### config.mk
export PLATFORM = sky130hd
export DESIGN_NAME = periodic_timer_bank
export DESIGN_NICKNAME = d
export VERILOG_FILES = /design/src/rtl/ptb_pkg.sv /design/src/rtl/periodic_timer_bank.sv /design/src/rtl/ptb_cell.sv
export SDC_FILE = /design/constraint.sdc
export NUM_CORES = 2
export LEC_CHECK = 0
export ABC_AREA = 1
export BUFFER_PORTS_ARGS = -buffer_cell sky130_fd_sc_hd__buf_2
export CORE_MARGIN = 4
export CORE_UTILIZATION = 58
export DETAILED_ROUTE_END_ITERATION = 6
export PLACE_DENSITY = 0.89
export REMOVE_ABC_BUFFERS = 1
export SLEW_MARGIN = 10
export SYNTH_ARGS = -nofsm -noshare
export SYNTH_HDL_FRONTEND = slang
export SYNTH_SLANG_ARGS = --single-unit
### constraint.sdc
create_clock -name clk -period 2.77 [get_ports clk]
set_input_delay 0.554 -clock clk [delete_from_list [all_inputs] [get_ports clk]]
set_output_delay 0.554 -clock clk [all_outputs]
set_load 0.01 [all_outputs]
### src/rtl/ptb_pkg.sv
package ptb_pkg;

  localparam int TIMER_COUNT = 16;
  localparam int IDX_W       = (TIMER_COUNT > 1) ? $clog2(TIMER_COUNT) : 1;
  localparam int UCNT_W      = $clog2(TIMER_COUNT + 1);

  localparam int FUNC_W = 3;
  localparam int ID_W   = 4;
  localparam int PER_W  = 16;
  localparam int MASK_W = 16;
  localparam int USED_W = 5;

  localparam logic [FUNC_W-1:0] FN_TICK   = 3'd0;
  localparam logic [FUNC_W-1:0] FN_CREATE = 3'd1;
  localparam logic [FUNC_W-1:0] FN_DELETE = 3'd2;
  localparam logic [FUNC_W-1:0] FN_START  = 3'd3;
  localparam logic [FUNC_W-1:0] FN_STOP   = 3'd4;
  localparam logic [FUNC_W-1:0] FN_QUERY  = 3'd5;

  // Command strobes broadcast to every cell; high only for an accepted transaction.
  typedef struct packed {
    logic tick;
    logic create;
    logic del;
    logic start;
    logic stop;
  } cmd_t;

  // Lowest-free search passed along the row.
  typedef struct packed {
    logic             found;
    logic [IDX_W-1:0] id;
  } claim_t;

  // State of the addressed timer passed along the row.
  typedef struct packed {
    logic             alloc;
    logic             run;
    logic [PER_W-1:0] rem;
  } qry_t;

endpackage

### src/rtl/periodic_timer_bank.sv
// Channel  Direction  Ports
// in       input      in_valid, in_stall, in_func, in_timer_id, in_period
// out      output     out_valid, out_stall, out_fired_mask, out_new_id, out_create_ok,
//                     out_remaining, out_running, out_used_count
//
// Each transaction is worked out in the cycle it is accepted by the row of timer cells,
// and its result is held in the output register from the following cycle.
// A new transaction is taken every cycle unless a held result is stalled.
// Reset is synchronous and clears every timer and the used count.
// While the output is stalled, in_stall is high and all state holds.
module periodic_timer_bank (
  input  logic                        clk,
  input  logic                        rst_n,
  input  logic                        in_valid,
  output logic                        in_stall,
  input  logic [ptb_pkg::FUNC_W-1:0]  in_func,
  input  logic [ptb_pkg::ID_W-1:0]    in_timer_id,
  input  logic [ptb_pkg::PER_W-1:0]   in_period,
  output logic                        out_valid,
  input  logic                        out_stall,
  output logic [ptb_pkg::MASK_W-1:0]  out_fired_mask,
  output logic [ptb_pkg::ID_W-1:0]    out_new_id,
  output logic                        out_create_ok,
  output logic [ptb_pkg::PER_W-1:0]   out_remaining,
  output logic                        out_running,
  output logic [ptb_pkg::USED_W-1:0]  out_used_count
);
  import ptb_pkg::*;

  logic                   accept;
  cmd_t                   cmd;
  logic                   is_query;
  logic [TIMER_COUNT-1:0] sel;
  logic [TIMER_COUNT-1:0] fire;
  claim_t                 claim [TIMER_COUNT+1];
  qry_t                   qry   [TIMER_COUNT+1];
  logic [MASK_W-1:0]      mask;
  logic [UCNT_W-1:0]      ucnt_r, ucnt_nxt;

  logic                   out_valid_r;
  logic [MASK_W-1:0]      mask_r;
  logic [ID_W-1:0]        new_id_r;
  logic                   ok_r;
  logic [PER_W-1:0]       rem_r;
  logic                   run_r;

  assign in_stall = out_valid_r && out_stall;
  assign accept   = in_valid && !in_stall;

  always_comb begin
    cmd      = '0;
    is_query = 1'b0;
    case (in_func)
      FN_TICK:   cmd.tick   = accept;
      FN_CREATE: cmd.create = accept;
      FN_DELETE: cmd.del    = accept;
      FN_START:  cmd.start  = accept;
      FN_STOP:   cmd.stop   = accept;
      FN_QUERY:  is_query   = 1'b1;
      default:   cmd        = '0;
    endcase
  end

  assign claim[0] = '0;
  assign qry[0]   = '0;

  for (genvar k = 0; k < TIMER_COUNT; k++) begin : g_cell
    assign sel[k] = (32'(in_timer_id) == k);
    ptb_cell u_cell (
      .clk       (clk),
      .rst_n     (rst_n),
      .cmd       (cmd),
      .sel       (sel[k]),
      .period    (in_period),
      .cell_idx  (IDX_W'(k)),
      .claim_in  (claim[k]),
      .claim_out (claim[k+1]),
      .qry_in    (qry[k]),
      .qry_out   (qry[k+1]),
      .fire      (fire[k])
    );
  end

  for (genvar b = 0; b < MASK_W; b++) begin : g_mask
    if (b < TIMER_COUNT) begin : g_bit
      assign mask[b] = fire[b];
    end else begin : g_zero
      assign mask[b] = 1'b0;
    end
  end

  // The used count is kept incrementally rather than summed over the cells.
  always_comb begin
    ucnt_nxt = ucnt_r;
    if (cmd.create && claim[TIMER_COUNT].found) begin
      ucnt_nxt = ucnt_r + UCNT_W'(1);
    end else if (cmd.del && qry[TIMER_COUNT].alloc) begin
      ucnt_nxt = ucnt_r - UCNT_W'(1);
    end
  end

  always_ff @(posedge clk) begin
    if (!rst_n) begin
      ucnt_r      <= '0;
      out_valid_r <= 1'b0;
    end else begin
      ucnt_r <= ucnt_nxt;
      if (accept) begin
        out_valid_r <= 1'b1;
      end else if (!out_stall) begin
        out_valid_r <= 1'b0;
      end
    end
  end

  always_ff @(posedge clk) begin
    if (accept) begin
      mask_r   <= cmd.tick ? mask : '0;
      ok_r     <= cmd.create && claim[TIMER_COUNT].found;
      new_id_r <= (cmd.create && claim[TIMER_COUNT].found) ?
                  ID_W'(claim[TIMER_COUNT].id) : '0;
      rem_r    <= is_query ? qry[TIMER_COUNT].rem : '0;
      run_r    <= is_query && qry[TIMER_COUNT].run;
    end
  end

  assign out_valid      = out_valid_r;
  assign out_fired_mask = mask_r;
  assign out_new_id     = new_id_r;
  assign out_create_ok  = ok_r;
  assign out_remaining  = rem_r;
  assign out_running    = run_r;
  assign out_used_count = USED_W'(ucnt_r);

endmodule

### src/rtl/ptb_cell.sv
module ptb_cell (
  input  logic                       clk,
  input  logic                       rst_n,
  input  ptb_pkg::cmd_t              cmd,
  input  logic                       sel,
  input  logic [ptb_pkg::PER_W-1:0]  period,
  input  logic [ptb_pkg::IDX_W-1:0]  cell_idx,
  input  ptb_pkg::claim_t            claim_in,
  output ptb_pkg::claim_t            claim_out,
  input  ptb_pkg::qry_t              qry_in,
  output ptb_pkg::qry_t              qry_out,
  output logic                       fire
);
  import ptb_pkg::*;

  logic             alloc_r, alloc_nxt;
  logic [PER_W-1:0] per_r, per_nxt;
  logic [PER_W-1:0] cnt_r, cnt_nxt;
  logic [PER_W-1:0] dec;
  logic             running;
  logic             take;

  assign running = alloc_r && (per_r != '0);
  assign dec     = cnt_r - PER_W'(1);
  assign take    = !claim_in.found && !alloc_r;

  assign claim_out.found = claim_in.found || !alloc_r;
  assign claim_out.id    = take ? cell_idx : claim_in.id;

  always_comb begin
    if (sel) begin
      qry_out.alloc = alloc_r;
      qry_out.run   = running;
      qry_out.rem   = running ? cnt_r : '0;
    end else begin
      qry_out = qry_in;
    end
  end

  always_comb begin
    alloc_nxt = alloc_r;
    per_nxt   = per_r;
    cnt_nxt   = cnt_r;
    fire      = 1'b0;
    if (cmd.tick && running) begin
      if (dec == '0) begin
        cnt_nxt = per_r;
        fire    = 1'b1;
      end else begin
        cnt_nxt = dec;
      end
    end
    if (cmd.create && take) begin
      alloc_nxt = 1'b1;
      per_nxt   = '0;
      cnt_nxt   = '0;
    end
    if (cmd.del && sel) begin
      alloc_nxt = 1'b0;
      per_nxt   = '0;
      cnt_nxt   = '0;
    end
    if (cmd.start && sel && alloc_r) begin
      per_nxt = period;
      cnt_nxt = period;
    end
    if (cmd.stop && sel) begin
      per_nxt = '0;
      cnt_nxt = '0;
    end
  end

  always_ff @(posedge clk) begin
    if (!rst_n) begin
      alloc_r <= 1'b0;
      per_r   <= '0;
      cnt_r   <= '0;
    end else begin
      alloc_r <= alloc_nxt;
      per_r   <= per_nxt;
      cnt_r   <= cnt_nxt;
    end
  end

endmodule

==> impl_metrics.toml <==
[status]
outcome = "finished clean"

[power]
intPower_w = 0.0144
power.density_nw_per_um2 = 470
p_comb_frac = 0.074
swShare = 0.255
sequentialPowerShare = 0.437
ir_drop_uv = 453
clockPowerShare = 0.489
power.switching_w = 0.00492
leakagePower_nw = 18.5

[die]
dieArea_um2 = 65400
ioPinCount = 72
fp.dieW_um = 256
rows = 90
fp.dieH_um = 256
core_um2 = 60600
start_util = 0.588

[clocking]
cts_tree = "built"
worstSkewPairLatency_ns = 0.63
root_buffer = "clkbuf_16"
cts_made_buffers = 66
cts_sinks = 572
cts_hold_buffers = 0
cts_buffer_depth = 3
clkTransAtPathRegs_ns = 0.06
cts_htree_levels = 3

[timing]
finalCritPeriodShare = 0.987
fin_crit_ns = 2.73
slew_headroom = 0.299
setup_viol = 0
grt_setup_unrepaired = "yes"
setup-tns-final_ns = 0
finalClockSkew_ns = 0.0373
timing.hold.ws_ns = 0.260
max_freq_mhz = 366
tightest_slew_ns = 1.05
maxSlewViolCount = 0
finalHoldViolations = 0

[yosys]
synth_edf_count = 38
synth_top_area_cell = "dfxtp_1"
ys_warn_count = 0
syn_inst = 5500
synthFlopType = "dfxtp_1"
synth-simple-area-share = 0.337
yosys-top-cells-area = "dfxtp_1 30%, nand2_1 13%, a21oi_1 8.7%"
synth_compound_area_frac = 0.163
synth_most_common_cell = "nand2_1"
synth_top_family_by_area = "simple AND/OR/NAND/NOR gates"
synthTopCellsByCount = "1,202 x nand2_1, 626 x inv_1, 622 x nor2_1, 620 x a21oi_1, 534 x dfxtp_1"
synth_top_area_share = 0.300
synth_fa_ha_area_frac = 0.0132
synth-seq-cells = 572
syn_area_per_cell_um2 = 6.47
netlist-cell-type-count = 65
synth-xor-area-share = 0.0521
netlist_area_um2 = 35600
synthMuxAreaShare = 0
yosysSeqAreaShare = 0.332
async_reset_ff_frac = 0

[setup_path]
ff2ff_path_depth = 16
crit_slowest_cell = "dfxtp_1"
path_delay_family = "simple AND/OR/NAND/NOR gates"
r2r_start = "g_cell[1].u_cell.per_r[8]"
crit_required_ns = 3.12
critPathLaunchType = "flip-flop"
critPathMaxStageDelay_ns = 0.33
path_cells = "nor2_1, nand2_1, nor2_1, nand2_1, buf_12, nand3_1, nand3_1, nor2_1, buf_4, nand4_1, nor2_1, nand4_1, nor2_1, nand4_1, nor2_1, nor2_1"
cp_max_fo = 18
path_class = "flip-flop to flip-flop"
r2r_slack_ns = 0.04
rr_endpoint = "out_remaining[11]"
cp-end-kind = "flip-flop"
cp_common_cell = "nor2_1"
critPathBufInv = 2
arrival_ns = 3.09

[placement]
port_buffers = 71
place_congestion = 1.07
dp.cells = 6404
dpl_cell_area_um2 = 38400
dpl.hpwl_mm = 101

[routing]
totalWireLength_mm = 138
drc = 0
via_per_inst = 6.10
drtAntennaViolNets = 0
num_vias = 39859
wl_per_cell_um = 21.0
drtIter0Drc = 5713
drt-pass1-iter-count = 7

[global_route]
grt_pass1_vias = 36670
grt_usage = 0.398
antenna_found_initial = 6
grt_overflow = 0
grt_max_degree = 34
grt_pass1_wl_mm = 209

[finish]
multi_input_area_um2 = 20400
final_nets = 5761
fillers = 5267
stdcell_count = 6534
seqCellArea_um2 = 11800
utilization = 0.678
layout-drive-gt1-share = 0.121
design_area_um2 = 41100
area_growth_pct = 15.4

[hold_path]
whs_path_depth = 3
whs_endpoint = "out_valid"
min_from = "out_stall"
hp-class = "input port to flip-flop"

[flow_run]
maxCapViolCount = 0
[worst max-delay path by stage]
| stage | slack (ns) | from | end | depth (start not counted) |
|---|---|---|---|---|
| finish | 0.04 | g_cell[1].u_cell.per_r[8] | out_remaining[11] | 16 |
| global route | -0.10 | g_cell[6].u_cell.cnt_r[1] | g_cell[6].u_cell.cnt_r[8] | 14 |
| CTS | 0.04 | g_cell[2].u_cell.per_r[2] | out_remaining[8] | 15 |
| detailed placement | -0.07 | in_timer_id[3] | out_remaining[5] | 15 |
| global placement | -0.03 | in_timer_id[2] | out_remaining[13] | 15 |
| floorplan | -0.97 | out_stall | g_cell[1].u_cell.cnt_r[0] | 12 |
[what timing repair did]
action                                  CTS  global route
pin swaps                                 0            17
cloned                                    0             2
buffers inserted                          0             5
endpoints found under the setup margin    1           141
resized for setup                         1            68
[flip-flops by register name, indices dropped and copies added (netlist names)]
register and count:
out_remaining 16, out_fired_mask 16, out_valid 1, g_cell.u_cell.cnt_r 256, g_cell.u_cell.per_r 256, g_cell.u_cell.alloc_r 16, out_new_id 4, out_used_count 5
out_create_ok 1, out_running 1
[worst reg2reg max path, cell delays in order (launching register included)]
cell and delay, ns:
dfxtp_1 0.33, nor2_1 0.15, nand2_1 0.06, nor2_1 0.20, nand2_1 0.13, buf_12 0.17, nand3_1 0.07, nand3_1 0.08
nor2_1 0.09, buf_4 0.13, nand4_1 0.08, nor2_1 0.24, nand4_1 0.30, nor2_1 0.20, nand4_1 0.10, nor2_1 0.09
nor2_1 0.05
[area by class of cell]
type | count | area share
sequential | 572 | 0.288
clock buffer | 83 | 0.0445
timing repair buffer | 376 | 0.0729
inverter | 662 | 0.0606
tap | 782 | 0.0238
antenna | 2 | 0.000122
clock inverter | 38 | 0.0119
multi-input combinational | 4019 | 0.498
[per-layer routing]
layer | track usage | share of wire | wire length, µm | vias to the layer above
li1 | - | - | - | 18494
met1 | 0.519 | 0.38 | 51800 | 18262
met2 | 0.598 | 0.42 | 58200 | 2514
met3 | 0.107 | 0.13 | 18000 | 579
met4 | 0.224 | 0.069 | 9430 | 10
met5 | 0 | 0.00049 | 68 | -
[placed cells by master (no fill, tap or decap), drive strengths merged, types with 29 or more instances in the layout]
| master | n |
|---|---|
| nor4 | 59 |
| inv | 662 |
| nand3b | 29 |
| dfxtp | 534 |
| clkbuf | 83 |
| nand2 | 1226 |
| buf | 376 |
| xor2 | 183 |
| edfxtp | 38 |
| ha | 36 |
| nor2 | 660 |
| nand3 | 381 |
| nor3 | 88 |
| o211ai | 82 |
| nand4 | 198 |
| o21ai | 348 |
| a21oi | 621 |
[kinds of logic after synthesis]
kind of cell,Yosys count
AND/OR/NAND/NOR,2675
AO/OA/AOI/OAI,1095
buffers and inverters,911
flip-flops,572
XOR/XNOR,210
adder cells (fa/ha/maj),37
[metrics by stage]
| stage | worst slack [ns] | total power [W] |
|---|---|---|
| finish | 0.0353 | 0.0193 |
| floorplan | -0.967 | 0.00928 |
| CTS | 0.0425 | 0.0192 |
| detailed placement | -0.0661 | 0.00995 |
| global placement | -0.0325 | 0.00994 |
| global route | -0.101 | 0.0197 |
[power by group through the flow]
stage / Sequential, W / Clock, W / Combinational (W)
4_1_cts: 0.00842 / 0.00945 / 0.00135
6_report: 0.00843 / 0.00944 / 0.00142
5_1_grt: 0.00842 / 0.00977 / 0.00150
3_3_place_gp: 0.00860 / 0 / 0.00134
2_1_floorplan: 0.00859 / 0 / 0.000687
3_5_place_dp: 0.00860 / 0 / 0.00134
Power figures use the tool's default switching activity.
